===== config.mk =====
export PLATFORM = sky130hd
export DESIGN_NAME = url_percent_decoder_unit
export DESIGN_NICKNAME = d
export VERILOG_FILES = /design/src/rtl/core/urldec_pkg.sv /design/src/rtl/core/urldec_core.sv /design/src/rtl/core/url_percent_decoder_unit.sv
export SDC_FILE = /design/constraint.sdc
export NUM_CORES = 1
export LEC_CHECK = 0
export ABC_AREA = 1
export BUFFER_PORTS_ARGS = -buffer_cell sky130_fd_sc_hd__buf_4
export CAP_MARGIN = 10
export CORE_UTILIZATION = 55
export DETAILED_ROUTE_END_ITERATION = 7
export MAX_ROUTING_LAYER = met4
export PLACE_DENSITY = 0.77
export SLEW_MARGIN = 20
export SYNTH_ARGS = -nofsm -noshare
export SYNTH_HDL_FRONTEND = slang
export SYNTH_SLANG_ARGS = --single-unit

===== constraint.sdc =====
create_clock -name clock -period 7.8 [get_ports clock]
set_clock_uncertainty 0.1 [all_clocks]
set_input_delay 0.39 -clock clock [delete_from_list [all_inputs] [get_ports clock]]
set_output_delay 0.39 -clock clock [all_outputs]
set_load 0.005 [all_outputs]

===== src/rtl/core/urldec_pkg.sv =====
// Types, constants and helpers shared by the URL percent decoder.
`timescale 1ns / 1ps
package urldec_pkg;

   localparam int COUNT_WIDTH_DEFAULT = 16;
   localparam int FIELD_COUNT_WIDTH   = 16;
   localparam int LIMIT_WIDTH         = 16;
   localparam logic [LIMIT_WIDTH-1:0] LIMIT_RESET = 16'hFFFF;

   localparam logic [7:0] CHAR_PLUS    = 8'h2B;
   localparam logic [7:0] CHAR_PERCENT = 8'h25;
   localparam logic [7:0] CHAR_DQUOTE  = 8'h22;
   localparam logic [7:0] CHAR_SQUOTE  = 8'h27;
   localparam logic [7:0] CHAR_SPACE   = 8'h20;

   localparam logic [1:0] STATUS_DECODING = 2'd0;
   localparam logic [1:0] STATUS_DONE     = 2'd1;
   localparam logic [1:0] STATUS_ERROR    = 2'd2;

   typedef enum logic [1:0] {
      MODE_NORMAL = 2'd0,
      MODE_ESC1   = 2'd1,
      MODE_ESC2   = 2'd2,
      MODE_QUOTE  = 2'd3
   } mode_type;

   typedef enum logic [1:0] {
      HALT_NONE  = 2'd0,
      HALT_STOP  = 2'd1,
      HALT_ERROR = 2'd2
   } halt_type;

   typedef struct packed {
      logic                         out_valid;
      logic [7:0]                   out_byte;
      logic [1:0]                   status;
      logic [FIELD_COUNT_WIDTH-1:0] consumed_count;
      logic [FIELD_COUNT_WIDTH-1:0] produced_count;
   } result_type;

   // {ok, value}
   function automatic logic [4:0] hex_value(input logic [7:0] b);
      logic [4:0] r;
      r = 5'd0;
      if (b >= 8'h30 && b <= 8'h39) begin
         r = {1'b1, 4'(b - 8'h30)};
      end else if (b >= 8'h41 && b <= 8'h46) begin
         r = {1'b1, 4'(b - 8'h37)};
      end else if (b >= 8'h61 && b <= 8'h66) begin
         r = {1'b1, 4'(b - 8'h57)};
      end
      return r;
   endfunction

endpackage


===== src/rtl/core/urldec_core.sv =====
// Per-string decoder state and combinational token decode step.
`timescale 1ns / 1ps
module urldec_core #(
   parameter int COUNT_WIDTH = urldec_pkg::COUNT_WIDTH_DEFAULT
) (
   input  logic                                clock,
   input  logic                                reset,
   input  logic                                step_en,
   input  logic [7:0]                          in_byte,
   input  logic                                is_last,
   input  logic [urldec_pkg::LIMIT_WIDTH-1:0]  out_limit,
   output urldec_pkg::result_type              result
);
   import urldec_pkg::*;

   mode_type               mode_ff, mode_in;
   logic [3:0]             nibble_ff, nibble_in;
   logic [COUNT_WIDTH-1:0] committed_ff, committed_in;
   logic [COUNT_WIDTH-1:0] produced_ff, produced_in;
   halt_type               halt_ff, halt_in;

   mode_type               m;
   halt_type               h;
   logic [3:0]             nib;
   logic [1:0]             add_n;
   logic                   emit;
   logic [7:0]             emit_b;
   logic                   fresh;
   logic [3:0]             hv;
   logic                   hex_ok;
   logic [7:0]             esc_byte;
   logic [COUNT_WIDTH:0]   csum;
   logic [COUNT_WIDTH-1:0] com_n;
   logic [COUNT_WIDTH-1:0] out_n;
   logic [31:0]            com_w;
   logic [31:0]            out_w;
   logic [1:0]             status;

   always_comb begin
      m        = mode_ff;
      h        = halt_ff;
      nib      = nibble_ff;
      add_n    = 2'd0;
      emit     = 1'b0;
      emit_b   = 8'd0;
      fresh    = 1'b0;
      {hex_ok, hv} = hex_value(in_byte);
      esc_byte = {nibble_ff, hv};

      if (halt_ff == HALT_NONE) begin
         unique case (mode_ff)
            MODE_ESC1: begin
               if (is_last) begin
                  h = HALT_STOP;
               end else if (hex_ok) begin
                  nib = hv;
                  m   = MODE_ESC2;
               end else begin
                  h = HALT_ERROR;
               end
            end
            MODE_ESC2: begin
               if (hex_ok) begin
                  if (esc_byte != CHAR_DQUOTE && esc_byte != CHAR_SQUOTE) begin
                     emit   = 1'b1;
                     emit_b = esc_byte;
                  end
                  add_n = 2'd3;
                  m     = MODE_NORMAL;
               end else begin
                  h = HALT_ERROR;
               end
            end
            MODE_QUOTE: begin
               m = MODE_NORMAL;
               if (in_byte == CHAR_DQUOTE) begin
                  emit   = 1'b1;
                  emit_b = CHAR_DQUOTE;
                  add_n  = 2'd2;
               end else begin
                  add_n = 2'd1;
                  fresh = 1'b1;
               end
            end
            default: begin
               fresh = 1'b1;
            end
         endcase

         if (fresh) begin
            if (32'(produced_ff) >= 32'(out_limit)) begin
               h = HALT_STOP;
            end else begin
               priority if (in_byte == CHAR_PLUS) begin
                  emit   = 1'b1;
                  emit_b = CHAR_SPACE;
                  add_n  = add_n + 2'd1;
               end else if (in_byte == CHAR_PERCENT) begin
                  if (is_last) begin
                     h = HALT_STOP;
                  end else begin
                     m = MODE_ESC1;
                  end
               end else if (in_byte == CHAR_DQUOTE) begin
                  if (is_last) begin
                     add_n = add_n + 2'd1;
                  end else begin
                     m = MODE_QUOTE;
                  end
               end else if (!in_byte[7]) begin
                  emit   = 1'b1;
                  emit_b = in_byte;
                  add_n  = add_n + 2'd1;
               end else begin
                  h = HALT_ERROR;
               end
            end
         end
      end

      out_n = produced_ff;
      if (emit && produced_ff != {COUNT_WIDTH{1'b1}}) begin
         out_n = produced_ff + 1'b1;
      end
      csum  = {1'b0, committed_ff} + (COUNT_WIDTH+1)'(add_n);
      com_n = csum[COUNT_WIDTH] ? {COUNT_WIDTH{1'b1}} : csum[COUNT_WIDTH-1:0];

      if (h == HALT_NONE && add_n != 2'd0 && 32'(out_n) >= 32'(out_limit)) begin
         h = HALT_STOP;
      end

      if (h == HALT_NONE) begin
         status = is_last ? STATUS_DONE : STATUS_DECODING;
      end else if (h == HALT_STOP) begin
         status = STATUS_DONE;
      end else begin
         status = STATUS_ERROR;
      end

      com_w = 32'(com_n);
      out_w = 32'(out_n);
      result.out_valid      = emit;
      result.out_byte       = emit_b;
      result.status         = status;
      result.consumed_count = com_w[FIELD_COUNT_WIDTH-1:0];
      result.produced_count = out_w[FIELD_COUNT_WIDTH-1:0];

      mode_in      = mode_ff;
      nibble_in    = nibble_ff;
      committed_in = committed_ff;
      produced_in  = produced_ff;
      halt_in      = halt_ff;
      if (step_en) begin
         if (is_last) begin
            mode_in      = MODE_NORMAL;
            nibble_in    = 4'd0;
            committed_in = '0;
            produced_in  = '0;
            halt_in      = HALT_NONE;
         end else begin
            mode_in      = m;
            nibble_in    = nib;
            committed_in = com_n;
            produced_in  = out_n;
            halt_in      = h;
         end
      end
   end

   always_ff @(posedge clock) begin
      if (reset) begin
         mode_ff      <= MODE_NORMAL;
         nibble_ff    <= 4'd0;
         committed_ff <= '0;
         produced_ff  <= '0;
         halt_ff      <= HALT_NONE;
      end else begin
         mode_ff      <= mode_in;
         nibble_ff    <= nibble_in;
         committed_ff <= committed_in;
         produced_ff  <= produced_in;
         halt_ff      <= halt_in;
      end
   end

endmodule


===== src/rtl/core/url_percent_decoder_unit.sv =====
// Latency: a result is valid in the cycle after its request is accepted.
// Throughput: one request per cycle; the decode step and the result
// register set the rate, and a stalled result blocks new requests.
// Reset clears the decoder state and the result valid flag and sets
// the output limit to 65535.
`timescale 1ns / 1ps
module url_percent_decoder_unit #(
   parameter int COUNT_WIDTH = urldec_pkg::COUNT_WIDTH_DEFAULT
) (
   input  logic                               clock,
   input  logic                               reset,
   input  logic                               req_tvalid,
   output logic                               req_tready,
   input  logic [7:0]                         req_tdata,    // [7:0] in_byte
   input  logic                               req_tlast,    // is_last
   output logic                               rsp_tvalid,
   input  logic                               rsp_tready,
   // [7:0] out_byte, [9:8] status, [25:10] consumed_count,
   // [41:26] produced_count, [47:42] zero
   output logic [47:0]                        rsp_tdata,
   output logic                               rsp_tuser,    // out_valid
   input  logic                               csr_wr_en,
   input  logic [urldec_pkg::LIMIT_WIDTH-1:0] csr_wr_data   // out_limit
);
   import urldec_pkg::*;

   logic [LIMIT_WIDTH-1:0] out_limit_ff, out_limit_in;
   logic                   rsp_valid_ff, rsp_valid_in;
   result_type             rsp_data_ff, rsp_data_in;
   result_type             step_result;
   logic                   req_fire;

   assign req_tready = !rsp_valid_ff || rsp_tready;
   assign req_fire   = req_tvalid && req_tready;

   urldec_core #(
      .COUNT_WIDTH(COUNT_WIDTH)
   ) u_core (
      .clock     (clock),
      .reset     (reset),
      .step_en   (req_fire),
      .in_byte   (req_tdata),
      .is_last   (req_tlast),
      .out_limit (out_limit_ff),
      .result    (step_result)
   );

   always_comb begin
      out_limit_in = csr_wr_en ? csr_wr_data : out_limit_ff;
      rsp_valid_in = rsp_valid_ff;
      rsp_data_in  = rsp_data_ff;
      if (req_fire) begin
         rsp_valid_in = 1'b1;
         rsp_data_in  = step_result;
      end else if (rsp_tready) begin
         rsp_valid_in = 1'b0;
      end
   end

   always_ff @(posedge clock) begin
      if (reset) begin
         out_limit_ff <= LIMIT_RESET;
         rsp_valid_ff <= 1'b0;
      end else begin
         out_limit_ff <= out_limit_in;
         rsp_valid_ff <= rsp_valid_in;
      end
   end

   always_ff @(posedge clock) begin
      rsp_data_ff <= rsp_data_in;
   end

   assign rsp_tvalid = rsp_valid_ff;
   assign rsp_tuser  = rsp_data_ff.out_valid;
   assign rsp_tdata  = {6'd0,
                        rsp_data_ff.produced_count,
                        rsp_data_ff.consumed_count,
                        rsp_data_ff.status,
                        rsp_data_ff.out_byte};

   a_hold_when_stalled: assert property (@(posedge clock) disable iff (reset)
      rsp_tvalid && !rsp_tready |-> !req_tready)
      else $error("request accepted while result stalled");

   a_result_follows: assert property (@(posedge clock) disable iff (reset)
      req_tvalid && req_tready |=> rsp_tvalid)
      else $error("accepted request produced no result");

   a_no_byte_when_empty: assert property (@(posedge clock) disable iff (reset)
      rsp_tvalid && !rsp_tuser |-> rsp_tdata[7:0] == 8'd0)
      else $error("byte present without out_valid");

   a_status_code: assert property (@(posedge clock) disable iff (reset)
      rsp_tvalid |-> rsp_tdata[9:8] != 2'd3)
      else $error("undefined status code");

endmodule

==> flow_summary.json <==
{
  "start_util": 0.5675,
  "path_class": "reg2reg",
  "crit_fanout": 18,
  "required_ps": 7820,
  "critPathSlowestCell": "a2111oi_0",
  "synth_most_common_cell": "nand2_1",
  "end_kind": "register",
  "pwr-share-comb": 0.150,
  "grt_pass1_wl_um": 24380,
  "syn_area_per_cell_um2": 7.615,
  "finalCritPeriodShare": 0.5921,
  "max-cap-violations": 0,
  "clock_power_share": 0.370,
  "peakVddDrop_mv": 0.1560,
  "postCtsSetupBuffers": 0,
  "fmax_mhz": 216.5,
  "vias": 5659,
  "worstMarginPinSlew_ps": 722.1,
  "synth_top_area_cell": "edfxtp_1",
  "pre_cts_ws_ps": 3262,
  "synthMuxAreaShare": 0,
  "grt_pass1_vias": 5278,
  "synth_top_area_frac": 0.2081,
  "routabilityCongestion": 0.9357,
  "drtIter0Drc": 390,
  "internal_power_uw": 901.8,
  "hold_class": "in2reg",
  "coreArea_um2": 10940,
  "hold_start": "csr_wr_data[7]",
  "ys.flop_type": "dfxtp_1",
  "hold_buffers": 0,
  "cp_num_buf_inv": 3,
  "synth_top_family_by_area": "simple AND/OR/NAND/NOR gates",
  "status": "finished, final reports clean",
  "io_buffers": 74,
  "yosys_register_bits": 100,
  "die-area_um2": 11710,
  "hpwl_um": 10870,
  "hold_viol": 0,
  "fin_crit_ps": 4618,
  "setup-violations-final": 0,
  "path_clk_slew_ps": 70,
  "die_y_um": 108.2,
  "cts.repair.resized": 0,
  "antenna_found_initial": 0,
  "r2r-start": "u_core.produced_ff[0]$_SDFFE_PP0P_",
  "drc": 0,
  "clock-sinks": 100,
  "yosys-top-cells-count": "nand2_1 (201), inv_1 (117), a21oi_1 (80)",
  "clock_latency_ps": 360,
  "drtAntennaViolNets": 0,
  "grt_util_met2": 0.4377,
  "drv_slew": 0,
  "start_kind": "register",
  "power_uw": 1224,
  "use_met3": 0.04099,
  "yosysSeqAreaShare": 0.3919,
  "h-tree-depth": 3,
  "p_sw_uw": 321.7,
  "synth-simple-area-share": 0.2683,
  "dieWidth_um": 108.2,
  "setup-tns-final_ps": 0,
  "synth_cell_types": 47,
  "routed_wl_um": 14740,
  "final_nets": 956,
  "synthCells": 815,
  "pin_count": 81,
  "grt_max_degree": 58,
  "syn_to_final_growth_pct": 15.04,
  "groute.usage.overall": 0.2737,
  "synth-edff-count": 43,
  "grt_overflow_total": 0,
  "grt-busiest-layer": "met2",
  "synth-xor-area-share": 0.03488,
  "setup_ws_ps": 3182,
  "rows": 38,
  "gr-usage-met1": 0.3481,
  "diodes": 0,
  "swShare": 0.2630,
  "yosys_warnings": 0,
  "wl_per_cell_um": 14.36,
  "vias_per_cell": 5.516,
  "cts_root_buf": "clkbuf_16",
  "placed_cell_area_um2": 6845,
  "cpLargestDelayFamily": "simple AND/OR/NAND/NOR gates",
  "maxSlewHeadroom": 0.5062,
  "power_frac_seq": 0.480,
  "crit_arrival_ps": 4640,
  "cts_tree": "built",
  "netlist_area_um2": 6206,
  "rsz0062_at_grt": "false",
  "first_pass_iters": 6,
  "cts_max_path_buffers": 2,
  "synth_fa_ha_area_frac": 0.09194,
  "finish.instance_area_um2": 7139,
  "synth.area.top_cells": "edfxtp_1 (21%), dfxtp_1 (18%), nand2_1 (12%)",
  "power_per_cell_area_nw_per_um2": 171.4,
  "synth-compound-area-share": 0.1145,
  "slowest_delay_ps": 660,
  "numCtsBuffers": 9,
  "startpoint": "u_core.produced_ff[0]$_SDFFE_PP0P_",
  "async_reset_ff_frac": 0,
  "p_leak_uw": 0.003368,
  "drive_gt1_frac": 0.1456,
  "worst_hold_slack_ps": 152.6,
  "cpMostUsedCell": "nand2_1"
}
flip-flops by register name (all words and copies together) (netlist names):
name and cells:
rsp_tdata 42, u_core.halt_ff 2, u_core.mode_ff 2, out_limit_ff 16, u_core.produced_ff 16, u_core.committed_ff 16
u_core.nibble_ff 4, rsp_tuser 1, rsp_tvalid 1
per-layer routing:
metal,up-vias,share of wire
met5,-,0
met4,0,0.023
met3,28,0.050
met2,196,0.47
met1,2635,0.45
li1,2800,-
worst reg2reg max path: cells and delay by family (launching register included):
| kind | cells | cell delay [ps] |
|---|---|---|
| and+or+nand+nor | 21 | 1900 |
| AOI/OAI and AO/OA | 6 | 1260 |
| adders and majority gates | 2 | 530 |
| DFF | 1 | 390 |
| buffers and inverters | 3 | 220 |
final cells by class:
type	instances	area [um2]
inverters	123	464.2
multi-input cells	569	3188
flip-flops and latches	100	2432
repair buffers	78	585.6
fillers	949	3796
well taps	140	175.2
clock inverters	5	51.30
clock buffers	11	242.7
cells in the final DEF, fill, tap and decap left out, drive strengths merged, types with 6 or more instances in the layout:
cell type / synthesis / final
inv: 123 / 122
nor2: 37 / 37
nand3: 60 / 60
xor2: 20 / 20
nand2: 217 / 217
clkbuf: 19 / 11
dfxtp: 57 / 57
edfxtp: 43 / 43
nand4: 25 / 25
ha: 44 / 44
a21oi: 80 / 80
o21ai: 42 / 42
conb: 1 / 6
buf: 9 / 78
nor3: 12 / 12
path summary, 6_finish.rpt:
path	to	cells past startpoint	slack [ps]
worst max-delay path	rsp_tdata[8]$_DFFE_PP_	32	3180
worst min-delay path	out_limit_ff[7]$_SDFFE_PP1P_	3	150
worst max register to register	rsp_tdata[8]$_DFFE_PP_	32	3180
worst min register to register	u_core.committed_ff[11]$_SDFFE_PP0P_	2	370
logic make-up (layout without fill, tap and decap cells):
family / Yosys count / after routing
compound gates: 134 / 134
flops: 100 / 100
xor+xnor: 23 / 23
fa+ha+maj: 45 / 45
other cells: 1 / 6
simple gates: 361 / 361
buf+inv: 151 / 217
stage by stage:
step / std cells / utilization
after floorplan: 820 / -
after global placement: 1010 / 0.6260
after detailed placement: 1010 / 0.6260
after CTS: 1026 / 0.6529
after global routing: 1026 / 0.6529
final: 1026 / 0.6529
power groups by stage:
stage	registers [uW]	clock network, uW	logic, uW
floorplan	598	0	113
global placement	598	0	177
detailed placement	599	0	183
CTS	588	459	184
global route	590	480	207
finish	587	452	184
Power figures use the tool's default switching activity.
